`config.mk`:
```
export PLATFORM = sky130hd
export DESIGN_NAME = table_driven_event_state_machine_flat
export DESIGN_NICKNAME = d
export VERILOG_FILES = /design/src/rtl/tdsm_pkg.sv /design/src/rtl/tdsm_in_if.sv /design/src/rtl/tdsm_out_if.sv /design/src/rtl/tdsm_ram.sv /design/src/rtl/tdsm_match.sv /design/src/rtl/table_driven_event_state_machine.sv /design/src/flat_wrapper.sv
export SDC_FILE = /design/constraint.sdc
export NUM_CORES = 1
export LEC_CHECK = 0
export ABC_AREA = 1
export BUFFER_PORTS_ARGS = -buffer_cell sky130_fd_sc_hd__buf_2
export CAP_MARGIN = 20
export CORE_MARGIN = 4
export CORE_UTILIZATION = 30
export CTS_CLUSTER_SIZE = 28
export DETAILED_ROUTE_END_ITERATION = 16
export PLACE_DENSITY = 0.45
export SLEW_MARGIN = 25
export SYNTH_ARGS = -nofsm -noshare
export SYNTH_HDL_FRONTEND = slang
export SYNTH_SLANG_ARGS = --single-unit
```
`constraint.sdc`:
```
create_clock -name clk_i -period 4.03 [get_ports clk_i]
set_input_delay 1.209 -clock clk_i [delete_from_list [all_inputs] [get_ports clk_i]]
set_output_delay 1.209 -clock clk_i [all_outputs]
set_load 0.05 [all_outputs]
```
`src/rtl/tdsm_pkg.sv`:
```
// ----------------------------------------------------------------------------
// tdsm_pkg
// Shared constants, record layouts and codes of the event state machine.
// ----------------------------------------------------------------------------
package tdsm_pkg;

  localparam int unsigned TRANS_ENTRIES = 16;
  localparam int unsigned COND_ENTRIES  = 16;

  localparam int unsigned TRANS_AW = (TRANS_ENTRIES > 1) ? $clog2(TRANS_ENTRIES) : 1;
  localparam int unsigned COND_AW  = (COND_ENTRIES > 1) ? $clog2(COND_ENTRIES) : 1;
  localparam int unsigned TRANS_CW = $clog2(TRANS_ENTRIES + 1);

  typedef enum logic [1:0] {
    OP_EVENT    = 2'd0,
    OP_OUTCOME  = 2'd1,
    OP_WR_TRANS = 2'd2,
    OP_WR_COND  = 2'd3
  } op_e;

  typedef enum logic [2:0] {
    KIND_NONE    = 3'd0,
    KIND_RUN     = 3'd1,
    KIND_NEW     = 3'd2,
    KIND_WRITTEN = 3'd3,
    KIND_BUSY    = 3'd4
  } kind_e;

  typedef enum logic [2:0] {
    CMP_EQ = 3'd0,
    CMP_LE = 3'd1,
    CMP_GE = 3'd2,
    CMP_LT = 3'd3,
    CMP_GT = 3'd4
  } cmp_e;

  typedef enum logic [1:0] {
    ST_IDLE,
    ST_SCAN,
    ST_OUTCOME,
    ST_DONE
  } fsm_e;

  typedef struct packed {
    logic [7:0] from_state;
    logic [3:0] cond_sel;
    logic [7:0] action;
    logic [7:0] to_ok;
    logic [7:0] to_fail;
  } trans_rec_t;

  typedef struct packed {
    logic [7:0] ip;
    logic [7:0] eid;
    logic [7:0] value;
    logic [2:0] compare_op;
  } cond_rec_t;

  typedef struct packed {
    logic [7:0] ip;
    logic [7:0] eid;
    logic [7:0] value;
  } evt_key_t;

  localparam int unsigned TRANS_W = $bits(trans_rec_t);
  localparam int unsigned COND_W  = $bits(cond_rec_t);

endpackage

```
`src/rtl/tdsm_in_if.sv`:
```
// ----------------------------------------------------------------------------
// tdsm_in_if
// Input channel: events, action outcomes and table writes.
// ----------------------------------------------------------------------------
interface tdsm_in_if;
  logic       valid;
  logic       ready;
  logic [1:0] op;
  logic [7:0] ip;
  logic [7:0] eid;
  logic [7:0] value;
  logic       action_failed;
  logic [3:0] entry_index;
  logic [7:0] from_state;
  logic [3:0] cond_sel;
  logic [7:0] action;
  logic [7:0] to_ok;
  logic [7:0] to_fail;
  logic [2:0] compare_op;

  modport source (
    output valid, op, ip, eid, value, action_failed, entry_index,
           from_state, cond_sel, action, to_ok, to_fail, compare_op,
    input  ready
  );

  modport sink (
    input  valid, op, ip, eid, value, action_failed, entry_index,
           from_state, cond_sel, action, to_ok, to_fail, compare_op,
    output ready
  );
endinterface

```
`src/rtl/tdsm_out_if.sv`:
```
// ----------------------------------------------------------------------------
// tdsm_out_if
// Result channel: one result per input transaction.
// ----------------------------------------------------------------------------
interface tdsm_out_if;
  logic       valid;
  logic       ready;
  logic [2:0] result_kind;
  logic [7:0] action_number;
  logic [7:0] current_state;
  logic [3:0] matched_entry;

  modport source (
    output valid, result_kind, action_number, current_state, matched_entry,
    input  ready
  );

  modport sink (
    input  valid, result_kind, action_number, current_state, matched_entry,
    output ready
  );
endinterface

```
`src/rtl/tdsm_ram.sv`:
```
// ----------------------------------------------------------------------------
// tdsm_ram
// Simple dual-port RAM: one write port, one registered read port.
// ----------------------------------------------------------------------------
module tdsm_ram #(
  parameter int unsigned Width = 8,
  parameter int unsigned Depth = 16,
  localparam int unsigned Aw = (Depth > 1) ? $clog2(Depth) : 1
) (
  input  logic             clk_i,
  input  logic             we_i,
  input  logic [Aw-1:0]    waddr_i,
  input  logic [Width-1:0] wdata_i,
  input  logic [Aw-1:0]    raddr_i,
  output logic [Width-1:0] rdata_o
);

  logic [Width-1:0] mem_q [Depth];
  logic [Width-1:0] rdata_q;

  always_ff @(posedge clk_i) begin
    if (we_i) begin
      mem_q[waddr_i] <= wdata_i;
    end
    rdata_q <= mem_q[raddr_i];
  end

  assign rdata_o = rdata_q;

endmodule

```
`src/rtl/tdsm_match.sv`:
```
// ----------------------------------------------------------------------------
// tdsm_match
// Condition test: address and endpoint equality, then value compare with the
// stored value on the left.
// ----------------------------------------------------------------------------
module tdsm_match (
  input  tdsm_pkg::cond_rec_t cond_i,
  input  logic                cond_ok_i,
  input  tdsm_pkg::evt_key_t  key_i,
  output logic                hit_o
);
  import tdsm_pkg::*;

  logic cmp_hit;

  always_comb begin
    unique case (cmp_e'(cond_i.compare_op))
      CMP_EQ:  cmp_hit = (cond_i.value == key_i.value);
      CMP_LE:  cmp_hit = (cond_i.value <= key_i.value);
      CMP_GE:  cmp_hit = (cond_i.value >= key_i.value);
      CMP_LT:  cmp_hit = (cond_i.value <  key_i.value);
      CMP_GT:  cmp_hit = (cond_i.value >  key_i.value);
      default: cmp_hit = 1'b0;
    endcase
  end

  assign hit_o = cond_ok_i && (cond_i.ip == key_i.ip) && (cond_i.eid == key_i.eid) && cmp_hit;

endmodule

```
`src/rtl/table_driven_event_state_machine.sv`:
```
// ----------------------------------------------------------------------------
// table_driven_event_state_machine
// Event/condition/action state machine over a transition RAM and a
// condition RAM, scanned by a three-stage read pipeline.
//
//   channel  dir  handshake      payload
//   evt_i    in   valid/ready    op, ip, eid, value, action_failed, entry_index,
//                                from_state, cond_sel, action, to_ok,
//                                to_fail, compare_op
//   res_o    out  valid/ready    result_kind, action_number, current_state,
//                                matched_entry
//
// Writes and busy results go straight to the result; an outcome first needs
// one RAM read. An event scan issues one transition read per cycle, then the
// dependent condition read, then compare, and it stops at the first hit.
// One transaction is in work at a time; the result register frees the input
// side while a result waits. Reset clears state, pending flag and valid bits.
// ----------------------------------------------------------------------------
module table_driven_event_state_machine (
  input  logic      clk_i,
  input  logic      rst_ni,
  tdsm_in_if.sink   evt_i,
  tdsm_out_if.source res_o
);
  import tdsm_pkg::*;

  fsm_e                st_q, st_d;
  logic [TRANS_CW-1:0] issue_q, issue_d;
  logic                issue_en;
  logic                s1_vld_q, s2_vld_q, s2_vld_d;
  logic [TRANS_AW-1:0] s1_idx_q, s2_idx_q;
  logic                s2_pre_q, s1_pre;
  trans_rec_t          s2_trans_q;
  evt_key_t            key_q;
  logic                failed_q;

  logic [7:0]          state_now_q, state_now_d;
  logic                pending_q, pending_d;
  logic [3:0]          pending_entry_q, pending_entry_d;
  logic [TRANS_ENTRIES-1:0] trans_valid_q;
  logic [COND_ENTRIES-1:0]  cond_valid_q;

  kind_e               res_kind_q, res_kind_d;
  logic [7:0]          res_act_q, res_act_d;
  logic [3:0]          res_match_q, res_match_d;

  logic                out_vld_q, out_load;
  kind_e               out_kind_q;
  logic [7:0]          out_act_q, out_state_q;
  logic [3:0]          out_match_q;

  logic                accept;
  logic                trans_we, cond_we;
  logic [TRANS_AW-1:0] trans_waddr, trans_raddr;
  logic [COND_AW-1:0]  cond_waddr, cond_raddr;
  trans_rec_t          trans_wdata, trans_rdata;
  cond_rec_t           cond_wdata, cond_rdata;
  logic                cond_hit, hit, scan_end;

  assign accept = evt_i.valid && evt_i.ready;
  assign evt_i.ready = (st_q == ST_IDLE);

  assign trans_waddr = TRANS_AW'(evt_i.entry_index);
  assign cond_waddr  = COND_AW'(evt_i.entry_index);
  assign trans_wdata = '{from_state: evt_i.from_state, cond_sel: evt_i.cond_sel,
                         action: evt_i.action, to_ok: evt_i.to_ok, to_fail: evt_i.to_fail};
  assign cond_wdata  = '{ip: evt_i.ip, eid: evt_i.eid, value: evt_i.value,
                         compare_op: evt_i.compare_op};
  assign cond_raddr  = COND_AW'(trans_rdata.cond_sel);

  tdsm_ram #(.Width(TRANS_W), .Depth(TRANS_ENTRIES)) u_trans_ram (
    .clk_i   (clk_i),
    .we_i    (trans_we),
    .waddr_i (trans_waddr),
    .wdata_i (trans_wdata),
    .raddr_i (trans_raddr),
    .rdata_o (trans_rdata)
  );

  tdsm_ram #(.Width(COND_W), .Depth(COND_ENTRIES)) u_cond_ram (
    .clk_i   (clk_i),
    .we_i    (cond_we),
    .waddr_i (cond_waddr),
    .wdata_i (cond_wdata),
    .raddr_i (cond_raddr),
    .rdata_o (cond_rdata)
  );

  tdsm_match u_match (
    .cond_i    (cond_rdata),
    .cond_ok_i (s2_pre_q),
    .key_i     (key_q),
    .hit_o     (cond_hit)
  );

  assign s1_pre = trans_valid_q[s1_idx_q] &&
                  (trans_rdata.from_state == state_now_q) &&
                  (32'(trans_rdata.cond_sel) < COND_ENTRIES) &&
                  cond_valid_q[COND_AW'(trans_rdata.cond_sel)];

  assign hit      = (st_q == ST_SCAN) && s2_vld_q && cond_hit;
  assign scan_end = hit || ((st_q == ST_SCAN) && s2_vld_q &&
                            (s2_idx_q == TRANS_AW'(TRANS_ENTRIES - 1)));
  assign s2_vld_d = s1_vld_q && (st_q == ST_SCAN);

  always_comb begin
    st_d            = st_q;
    issue_d         = issue_q;
    issue_en        = 1'b0;
    state_now_d     = state_now_q;
    pending_d       = pending_q;
    pending_entry_d = pending_entry_q;
    res_kind_d      = res_kind_q;
    res_act_d       = res_act_q;
    res_match_d     = res_match_q;
    trans_we        = 1'b0;
    cond_we         = 1'b0;
    out_load        = 1'b0;
    trans_raddr     = issue_q[TRANS_AW-1:0];

    unique case (st_q)
      ST_IDLE: begin
        trans_raddr = TRANS_AW'(pending_entry_q);
        if (accept) begin
          res_act_d   = '0;
          res_match_d = '0;
          st_d        = ST_DONE;
          unique case (op_e'(evt_i.op))
            OP_EVENT: begin
              if (pending_q) begin
                res_kind_d  = KIND_BUSY;
                res_match_d = pending_entry_q;
              end else begin
                issue_d = '0;
                st_d    = ST_SCAN;
              end
            end
            OP_OUTCOME: begin
              if (pending_q) begin
                st_d = ST_OUTCOME;
              end else begin
                res_kind_d = KIND_BUSY;
              end
            end
            OP_WR_TRANS: begin
              trans_we   = (32'(evt_i.entry_index) < TRANS_ENTRIES);
              res_kind_d = KIND_WRITTEN;
            end
            OP_WR_COND: begin
              cond_we    = (32'(evt_i.entry_index) < COND_ENTRIES);
              res_kind_d = KIND_WRITTEN;
            end
            default: st_d = ST_IDLE;
          endcase
        end
      end
      ST_SCAN: begin
        issue_en = (32'(issue_q) < TRANS_ENTRIES);
        if (issue_en) begin
          issue_d = issue_q + 1'b1;
        end
        if (scan_end) begin
          st_d = ST_DONE;
          if (hit) begin
            res_kind_d      = KIND_RUN;
            res_act_d       = s2_trans_q.action;
            res_match_d     = 4'(s2_idx_q);
            pending_d       = 1'b1;
            pending_entry_d = 4'(s2_idx_q);
          end else begin
            res_kind_d = KIND_NONE;
          end
        end
      end
      ST_OUTCOME: begin
        state_now_d = failed_q ? trans_rdata.to_fail : trans_rdata.to_ok;
        pending_d   = 1'b0;
        res_kind_d  = KIND_NEW;
        res_match_d = pending_entry_q;
        st_d        = ST_DONE;
      end
      ST_DONE: begin
        if (!out_vld_q || res_o.ready) begin
          out_load = 1'b1;
          st_d     = ST_IDLE;
        end
      end
      default: st_d = ST_IDLE;
    endcase
  end

  always_ff @(posedge clk_i or negedge rst_ni) begin
    if (!rst_ni) begin
      st_q            <= ST_IDLE;
      issue_q         <= '0;
      s1_vld_q        <= 1'b0;
      s2_vld_q        <= 1'b0;
      state_now_q     <= '0;
      pending_q       <= 1'b0;
      pending_entry_q <= '0;
      trans_valid_q   <= '0;
      cond_valid_q    <= '0;
      out_vld_q       <= 1'b0;
    end else begin
      st_q            <= st_d;
      issue_q         <= issue_d;
      s1_vld_q        <= issue_en;
      s2_vld_q        <= s2_vld_d;
      state_now_q     <= state_now_d;
      pending_q       <= pending_d;
      pending_entry_q <= pending_entry_d;
      if (trans_we) begin
        trans_valid_q[trans_waddr] <= 1'b1;
      end
      if (cond_we) begin
        cond_valid_q[cond_waddr] <= 1'b1;
      end
      if (out_load) begin
        out_vld_q <= 1'b1;
      end else if (res_o.ready) begin
        out_vld_q <= 1'b0;
      end
    end
  end

  always_ff @(posedge clk_i) begin
    s1_idx_q    <= issue_q[TRANS_AW-1:0];
    s2_idx_q    <= s1_idx_q;
    s2_pre_q    <= s1_pre;
    s2_trans_q  <= trans_rdata;
    res_kind_q  <= res_kind_d;
    res_act_q   <= res_act_d;
    res_match_q <= res_match_d;
    if (accept) begin
      key_q    <= '{ip: evt_i.ip, eid: evt_i.eid, value: evt_i.value};
      failed_q <= evt_i.action_failed;
    end
    if (out_load) begin
      out_kind_q  <= res_kind_q;
      out_act_q   <= res_act_q;
      out_state_q <= state_now_q;
      out_match_q <= res_match_q;
    end
  end

  assign res_o.valid         = out_vld_q;
  assign res_o.result_kind   = out_kind_q;
  assign res_o.action_number = out_act_q;
  assign res_o.current_state = out_state_q;
  assign res_o.matched_entry = out_match_q;

  a_scan_not_pending : assert property (@(posedge clk_i) disable iff (!rst_ni)
    (st_q == ST_SCAN) |-> !pending_q)
    else $error("scan running while an action is pending");

  a_outcome_pending : assert property (@(posedge clk_i) disable iff (!rst_ni)
    (st_q == ST_OUTCOME) |-> pending_q)
    else $error("outcome applied with no action pending");

  a_pending_on_run : assert property (@(posedge clk_i) disable iff (!rst_ni)
    $rose(pending_q) |-> (st_q == ST_DONE) && (res_kind_q == KIND_RUN))
    else $error("pending flag set without a run result");

  a_load_from_done : assert property (@(posedge clk_i) disable iff (!rst_ni)
    out_load |-> (st_q == ST_DONE) && (!out_vld_q || res_o.ready))
    else $error("result register overwritten while occupied");

endmodule

```
`src/flat_wrapper.sv`:
```
// flat-port wrapper written by rule: the top's interface ports become plain ports
module table_driven_event_state_machine_flat import tdsm_pkg::*;
  (clk_i, rst_ni, evt_i_valid, evt_i_op, evt_i_ip, evt_i_eid, evt_i_value, evt_i_action_failed, evt_i_entry_index, evt_i_from_state, evt_i_cond_sel, evt_i_action, evt_i_to_ok, evt_i_to_fail, evt_i_compare_op, evt_i_ready, res_o_valid, res_o_result_kind, res_o_action_number, res_o_current_state, res_o_matched_entry, res_o_ready);
  tdsm_in_if evt_i_i ();
  tdsm_out_if res_o_i ();
  input  logic clk_i;
  input  logic rst_ni;
  input wire logic [$bits(evt_i_i.valid)-1:0] evt_i_valid;
  input wire logic [$bits(evt_i_i.op)-1:0] evt_i_op;
  input wire logic [$bits(evt_i_i.ip)-1:0] evt_i_ip;
  input wire logic [$bits(evt_i_i.eid)-1:0] evt_i_eid;
  input wire logic [$bits(evt_i_i.value)-1:0] evt_i_value;
  input wire logic [$bits(evt_i_i.action_failed)-1:0] evt_i_action_failed;
  input wire logic [$bits(evt_i_i.entry_index)-1:0] evt_i_entry_index;
  input wire logic [$bits(evt_i_i.from_state)-1:0] evt_i_from_state;
  input wire logic [$bits(evt_i_i.cond_sel)-1:0] evt_i_cond_sel;
  input wire logic [$bits(evt_i_i.action)-1:0] evt_i_action;
  input wire logic [$bits(evt_i_i.to_ok)-1:0] evt_i_to_ok;
  input wire logic [$bits(evt_i_i.to_fail)-1:0] evt_i_to_fail;
  input wire logic [$bits(evt_i_i.compare_op)-1:0] evt_i_compare_op;
  output wire logic [$bits(evt_i_i.ready)-1:0] evt_i_ready;
  output wire logic [$bits(res_o_i.valid)-1:0] res_o_valid;
  output wire logic [$bits(res_o_i.result_kind)-1:0] res_o_result_kind;
  output wire logic [$bits(res_o_i.action_number)-1:0] res_o_action_number;
  output wire logic [$bits(res_o_i.current_state)-1:0] res_o_current_state;
  output wire logic [$bits(res_o_i.matched_entry)-1:0] res_o_matched_entry;
  input wire logic [$bits(res_o_i.ready)-1:0] res_o_ready;
  assign evt_i_i.valid = evt_i_valid;
  assign evt_i_i.op = evt_i_op;
  assign evt_i_i.ip = evt_i_ip;
  assign evt_i_i.eid = evt_i_eid;
  assign evt_i_i.value = evt_i_value;
  assign evt_i_i.action_failed = evt_i_action_failed;
  assign evt_i_i.entry_index = evt_i_entry_index;
  assign evt_i_i.from_state = evt_i_from_state;
  assign evt_i_i.cond_sel = evt_i_cond_sel;
  assign evt_i_i.action = evt_i_action;
  assign evt_i_i.to_ok = evt_i_to_ok;
  assign evt_i_i.to_fail = evt_i_to_fail;
  assign evt_i_i.compare_op = evt_i_compare_op;
  assign evt_i_ready = evt_i_i.ready;
  assign res_o_valid = res_o_i.valid;
  assign res_o_result_kind = res_o_i.result_kind;
  assign res_o_action_number = res_o_i.action_number;
  assign res_o_current_state = res_o_i.current_state;
  assign res_o_matched_entry = res_o_i.matched_entry;
  assign res_o_i.ready = res_o_ready;
  table_driven_event_state_machine u_core (.clk_i(clk_i), .rst_ni(rst_ni), .evt_i(evt_i_i), .res_o(res_o_i));
endmodule
```
==> out/metrics.yaml, run 1 <==
sta:
  rsz0062_at_grt: "no"
  hold_viol: 0
  period_share_pct: 82.4
  finalSetupViolations: 0
  slew_headroom_pct: 44.7
  fin_crit_ns: 3.32
  clock-skew-final_ns: 0.0446
  fmax_mhz: 301
  slew_violations: 0
  worstMarginPinSlew_ns: 0.828
hold_path:
  min_from: "u_core.u_trans_ram.rdata_o[19]$_DFF_P_"
  hold_depth: 0
  min_path_type: "reg2reg"
  hold-path-endpoint: "u_core.s2_trans_q[19]$_DFF_P_"
final_layout:
  final_nets: 3816
  fin_util_pct: 35.3
  n_fill_cell: 15200
  regArea_um2: 35200
  mostFrequentLayoutCell: "edfxtp_1"
  area_growth_pct: 16.8
  drive_above_1_share_pct: 11.5
  multiInputGateArea_um2: 9750
  final_cell_mix: "edfxtp_1 (1071), inv_1 (484), o21ai_0 (314), nand2_1 (308), a21oi_1 (280)"
place:
  dp_hpwl_mm: 66.1
  port_buffers: 98
  place.gp.congestion: 0.722
grt:
  antenna_found_initial: 19
  grtUsageTotal_pct: 15.1
  grt_max_degree: 117
  grt_pass1_wl_mm: 185
  first_global_vias: 27100
  overflow: 0
logic_synthesis:
  yosysSeqAreaShare_pct: 74.2
  synth_compound_area_share_pct: 10.8
  synthesis.area_um2: 47300
  synth-edff-count: 1071
  ys_types: 34
  ys_ff_latch: 1206
  syn-num-nets: 3695
  synthAdderAreaFrac_pct: 0.370
  synth-simple-area-share_pct: 6.33
  synth_top_family_by_area: "compound AO/OA/AOI/OAI gates"
  synth_mux_area_share_pct: 2.28
  synthFlopType: "edfxtp_1"
  yosys.area_share.xor_xnor_pct: 0.241
  avgSynthCellArea_um2: 13.1
  synth_warnings: 0
  synthArstFlopShare_pct: 4.56
  syn-instance-count: 3607
power:
  power_density_nw_per_um2: 627
  ir_drop_mv: 0.420
  leakage_uw: 0.0197
  fin_total_pwr_uw: 34700
worst_setup_path:
  reg2reg_from: "u_core.st_q[1]$_DFFE_PN0P_"
  r2r-end: "u_core.res_act_q[7]$_SDFFCE_PN0P_"
  required_ns: 2.82
  path_max_fanout: 13
  r2r_cells: 13
  crit_type: "reg2out"
  critPathLaunchType: "flop"
  arrival_ns: 2.11
  worstSetupEndpointType: "output pin"
  rrSetupSlack_ns: 0.84
floorplan:
  coreArea_um2: 157000
  initial_core_util_pct: 30.2
  rows: 145
  boundaryPins: 99
  die_w_um: 405
  fp.dieH_um: 405
  dieArea_um2: 164000
cts:
  ctsRootBufferMaster: "clkbuf_16"
  clkTransAtPathRegs_ns: 0.06
  cts_tree: "yes"
  postCtsResizedCells: 0
  cts.sinks: 1206
  hold_buffers: 0
  post_cts_buffers: 0
  clockBufferDepth: 3
  worstSkewPairLatency_ns: 0.76
  cts_buffers: 138
  htree_levels: 4
routing:
  remaining_drc_errors: 0
  wl_per_cell_um: 21.1
  ant_nets: 0
  finalWirelength_mm: 125
  dr.pass1.iters: 6
  vias: 27600
  drt_iter0_markers: 2150
  avgViaCountPerCell: 4.66
outcome:
  status: "finished clean"
flow_run:
  maxCapViolations: 0
## layout make-up
class / instances / area share [%]
tap: 2058 / 4.66
inverter: 491 / 3.34
antenna: 7 / 0.0317
timing repair buffer: 185 / 2.91
clock inverter: 50 / 0.878
clock buffer: 204 / 6.98
sequential: 1206 / 63.6
multi-input combinational: 1706 / 17.6
## registers in the layout, summed over array words and instances, names as in the netlist, 2 cells and up
| name | count |
|---|---|
| u_core.res_o.current_state | 8 |
| u_core.res_match_q | 4 |
| u_core.res_kind_q | 3 |
| u_core.st_q | 2 |
| u_core.s2_trans_q | 8 |
| u_core.s1_idx_q | 4 |
| u_core.trans_valid_q | 16 |
| u_core.u_trans_ram.mem_q | 576 |
| u_core.s2_idx_q | 4 |
| u_core.state_now_q | 8 |
| u_core.res_o.result_kind | 3 |
| u_core.res_o.action_number | 8 |
| u_core.u_cond_ram.mem_q | 432 |
| u_core.res_act_q | 8 |
| u_core.cond_valid_q | 16 |
| u_core.u_trans_ram.rdata_o | 36 |
| u_core.issue_q | 5 |
| u_core.key_q | 24 |
| u_core.pending_entry_q | 4 |
| u_core.u_cond_ram.rdata_o | 27 |
| u_core.res_o.matched_entry | 4 |
## critical path: stages, from the launching register on
cell and delay (ns):
dfrtp_1 0.42, inv_1 0.12, ha_1 0.21, buf_4 0.27, buf_2 0.35
## power breakdown
group | switching [µW] | total, µW | internal (µW) | leakage (µW)
clock network | 5120 | 11900 | 6780 | 0.00209
registers | 627 | 15200 | 14500 | 0.0110
logic | 5280 | 7630 | 2350 | 0.00661
total | 11000 | 34700 | 23700 | 0.0197
## through the flow
| stage | hold slack [ns] | instance area, µm² | worst slack, ns | cells | setup TNS, ns |
|---|---|---|---|---|---|
| after global placement | 0.312 | 50900 | 0.742 | 5646 | 0 |
| final | 0.310 | 55300 | 0.710 | 5907 | 0 |
| after detailed placement | 0.315 | 50900 | 0.753 | 5646 | 0 |
| after floorplan | 0.310 | 47300 | -0.136 | 3607 | -58.75 |
| after global routing | 0.329 | 55300 | 0.583 | 5901 | 0 |
| after CTS | 0.306 | 55300 | 0.641 | 5900 | 0 |
## per-layer routing
layer	global-route usage, %	up-vias	wire length (µm)
li1	-	13200	-
met1	21.1	13600	58400
met2	24.3	519	58400
met3	2.87	169	5570
met4	3.82	10	2240
met5	0	-	66
## how the worst max path moves through the flow
stage / start / end / slack [ns] / cells past startpoint
floorplan: u_core.st_q[0]$_DFFE_PN0P_ / u_core.u_trans_ram.mem_q[10][0]$_DFFE_PP_ / -0.14 / 8
global placement: u_core.st_q[1]$_DFFE_PN0P_ / u_core.res_act_q[6]$_SDFFCE_PN0P_ / 0.74 / 13
detailed placement: evt_i_valid / u_core.u_trans_ram.mem_q[9][22]$_DFFE_PP_ / 0.75 / 6
CTS: u_core.st_q[0]$_DFFE_PN0P_ / evt_i_ready / 0.64 / 4
global route: u_core.st_q[1]$_DFFE_PN0P_ / u_core.res_act_q[4]$_SDFFCE_PN0P_ / 0.58 / 13
finish: u_core.st_q[0]$_DFFE_PN0P_ / evt_i_ready / 0.71 / 4
## cell usage after synthesis (all sizes together) (55+ instances only)
cell type,instances,area share [%]
clkbuf,117,0.94
nor2,87,0.70
edfxtp,1071,68
o211ai,253,4.0
dfxtp,80,3.4
o21ai,331,3.5
nand2,308,2.4
buf,87,0.94
dfrtp,55,2.9
inv,490,3.9
a21oi,281,3.0
nand3,257,2.7
mux2i,108,2.3
## kinds of logic (layout without fill, tap and decap cells)
kind of cell,count (synthesis),count (layout)
compound gates,882,882
xor+xnor,13,13
fa+ha+maj,14,14
buf+inv,695,930
flops,1206,1206
mux,108,108
other cells,0,7
simple gates,689,689
Note: power is estimated with default switching activity, not from simulation.
==> run 2: changes to the inputs <==
- clock period: 4.03 -> 3 ns (I/O delays scaled with it)
==> run 2 against run 1 <==
Net effect: clock skew is 0.0065 ns lower; clock power rose by 39%; worst setup slack worse by 0.55 ns; critical path depth decreased by 1; die area stayed put; worst hold slack worse by 0.18 ns; global-route usage down 0.38 points; utilization up 0.32 points; sequential power rose by 34%; power up 36%; register-to-register slack worse by 0.39 ns; critical path type unchanged.
==> out/metrics.yaml, run 2 (synthesis gave the netlist of run 1 again) <==
power:
  power_density_nw_per_um2: 846  # +35%
  p_sw_uw: 14800  # +34%
  power_frac_comb_pct: 21.9  # about the same
  leakage_uw: 0.0199  # +1.0%
  fin_total_pwr_uw: 47200  # +36%
  intPower_uw: 32500  # +37%
  p_clk_share_pct: 35.0  # +0.7 points
  p_sw_share_pct: 31.3  # -0.50 points
  ir_drop_mv: 0.582  # +38%
  pwr-share-seq_pct: 43.1  # -0.6 points
worst_setup_path:
  path_cells: "inv_1 > ha_4 > clkbuf_4"
  crit_buf_inv: 2  # -1
  arrival_ns: 1.94  # -0.17 ns
  required_ns: 2.10  # -0.72 ns
  cp_top_family: "buffers and inverters"
  critPathLaunchType: "flop"
  crit_type: "reg2out"
  cpPeakStageDelay_ns: 0.41  # about the same
  path_max_fanout: 14  # +1
  cp_slowest_cell: "dfrtp_1"
  worstSetupEndpointType: "output pin"
grt:
  first_global_vias: 26800  # -1.0%
  overflow: 0  # unchanged
  antenna_found_initial: 23  # +4
  grt_pass1_wl_mm: 180  # -2.2%
  grt_max_degree: 113  # -3.4%
  grtUsageTotal_pct: 14.7  # -0.38 points
sta:
  fin_crit_ns: 2.84
  hold_viol: 0  # unchanged
  fmax_mhz: 352
  hold_slack_ns: 0.129  # -0.181 ns
  rsz0062_at_grt: "no"
  period_share_pct: 94.8
  tns_ns: 0  # unchanged
  slew_violations: 0  # unchanged
  finalSetupViolations: 0  # unchanged
  worstMarginPinSlew_ns: 0.859  # +0.0312 ns
  slew_headroom_pct: 42.5  # -2.2 points
  clock-skew-final_ns: 0.0382  # -0.00646 ns
place:
  post-place-cells: 5652  # +0.11%
  dp_hpwl_mm: 63.5  # -4.0%
  place.gp.congestion: 0.718  # -0.55%
  port_buffers: 98  # unchanged
final_layout:
  fin_util_pct: 35.6  # +0.32 points
  area_growth_pct: 17.9
  largest_register: "u_core.u_trans_ram.mem_q"
  drive_above_1_share_pct: 12.0  # +0.48 points
  final_cell_mix: "edfxtp_1 (1071), inv_1 (484), o21ai_0 (314), nand2_1 (308), a21oi_1 (280)"
  fin_cells: 5912  # +0.085%
  final_nets: 3821  # +0.13%
  largest_reg_flops: 576  # unchanged
  mostFrequentLayoutCell: "edfxtp_1"
routing:
  finalWirelength_mm: 122  # -2.4%
  remaining_drc_errors: 0  # unchanged
  vias: 27600  # +0.11%
  wl_per_cell_um: 20.6  # -2.5%
  ant_nets: 0  # unchanged
  drt_iter0_markers: 1941  # -9.7%
  dr.pass1.iters: 5  # -1
  avgViaCountPerCell: 4.67  # about the same
cts:
  clockBufferDepth: 3  # unchanged
  cts_tree: "yes"
  clkTransAtPathRegs_ns: 0.06  # about the same
  htree_levels: 4  # unchanged
  post_cts_buffers: 0  # unchanged
  cts_buffers: 137  # -0.72%
  worstSkewPairLatency_ns: 0.77  # about the same
  cts.sinks: 1206  # unchanged
  ctsRootBufferMaster: "clkbuf_16"
floorplan:
  rows: 145  # unchanged
  coreArea_um2: 157000  # unchanged
  fp.dieH_um: 405  # unchanged
  dieArea_um2: 164000  # unchanged
  die_w_um: 405  # unchanged
  initial_core_util_pct: 30.2  # unchanged
  boundaryPins: 99  # unchanged
hold_path:
  min_path_type: "in2async"
flow_run:
  maxCapViolations: 0  # unchanged
outcome:
  status: "finished clean"
==> run 2: power by group through the flow <==
stage	sequential [µW]	combinational [µW]	clock, µW
floorplan	20500	6840	0
global placement	20700	10500	0
detailed placement	20700	10500	0
CTS	20400	10600	17000
global route	20500	11600	17700
finish	20300	10400	16500
==> run 2: timing repair <==
action,in CTS,in global routing
endpoints found under the setup margin,0,1
hold buffers,0,0
endpoints found under the hold margin,0,0
resized for setup,0,1
==> run 2: per-layer routing <==
metal  part of all wire (%)  GRT usage [%]  vias to the layer above
met5                  0.038              0                        -
li1                       -              -                    13200
met2                     46           23.3                      484
met3                    4.5           2.87                      160
met4                    1.6           3.38                        6
met1                     48           21.0                    13700
==> run 2: stage by stage <==
| stage | instance area, µm² | setup WS (ns) |
|---|---|---|
| 3_3_place_gp | 51300 | 0.339 |
| 2_1_floorplan | 47600 | 0.0391 |
| 5_1_grt | 55800 | 0.0326 |
| 6_report | 55800 | 0.156 |
| 3_5_place_dp | 51300 | 0.361 |
| 4_1_cts | 55800 | 0.0276 |
==> run 2: final cells by class <==
| cell class | count | area [µm²] |
|---|---|---|
| well taps | 2058 | 2570 |
| flip-flops and latches | 1206 | 35200 |
| diodes | 7 | 17.5 |
| clock buffers | 208 | 3960 |
| fillers | 15200 | 101000 |
| repair buffers | 191 | 1930 |
| clock inverters | 45 | 546 |
| multi-input cells | 1706 | 9760 |
| inverters | 491 | 1850 |
==> run 2: worst paths after layout <==
| check | end | slack, ns | depth (start not counted) | startpoint |
|---|---|---|---|---|
| setup / recovery | evt_i_ready | 0.16 | 3 | u_core.st_q[0]$_DFFE_PN0P_ |
| hold / removal | u_core.state_now_q[3]$_DFFE_PN0P_ | 0.13 | 2 | rst_ni |
| setup reg to reg | u_core.res_match_q[2]$_DFFE_PP_ | 0.45 | 12 | u_core.st_q[1]$_DFFE_PN0P_ |
| hold reg to reg | u_core.s2_trans_q[23]$_DFF_P_ | 0.30 | 0 | u_core.u_trans_ram.rdata_o[23]$_DFF_P_ |
| max in group asynchronous | u_core.cond_valid_q[5]$_DFFE_PN0P_ | 2.54 | 2 | rst_ni |
| min in group clk_i | u_core.s2_trans_q[23]$_DFF_P_ | 0.30 | 0 | u_core.u_trans_ram.rdata_o[23]$_DFF_P_ |
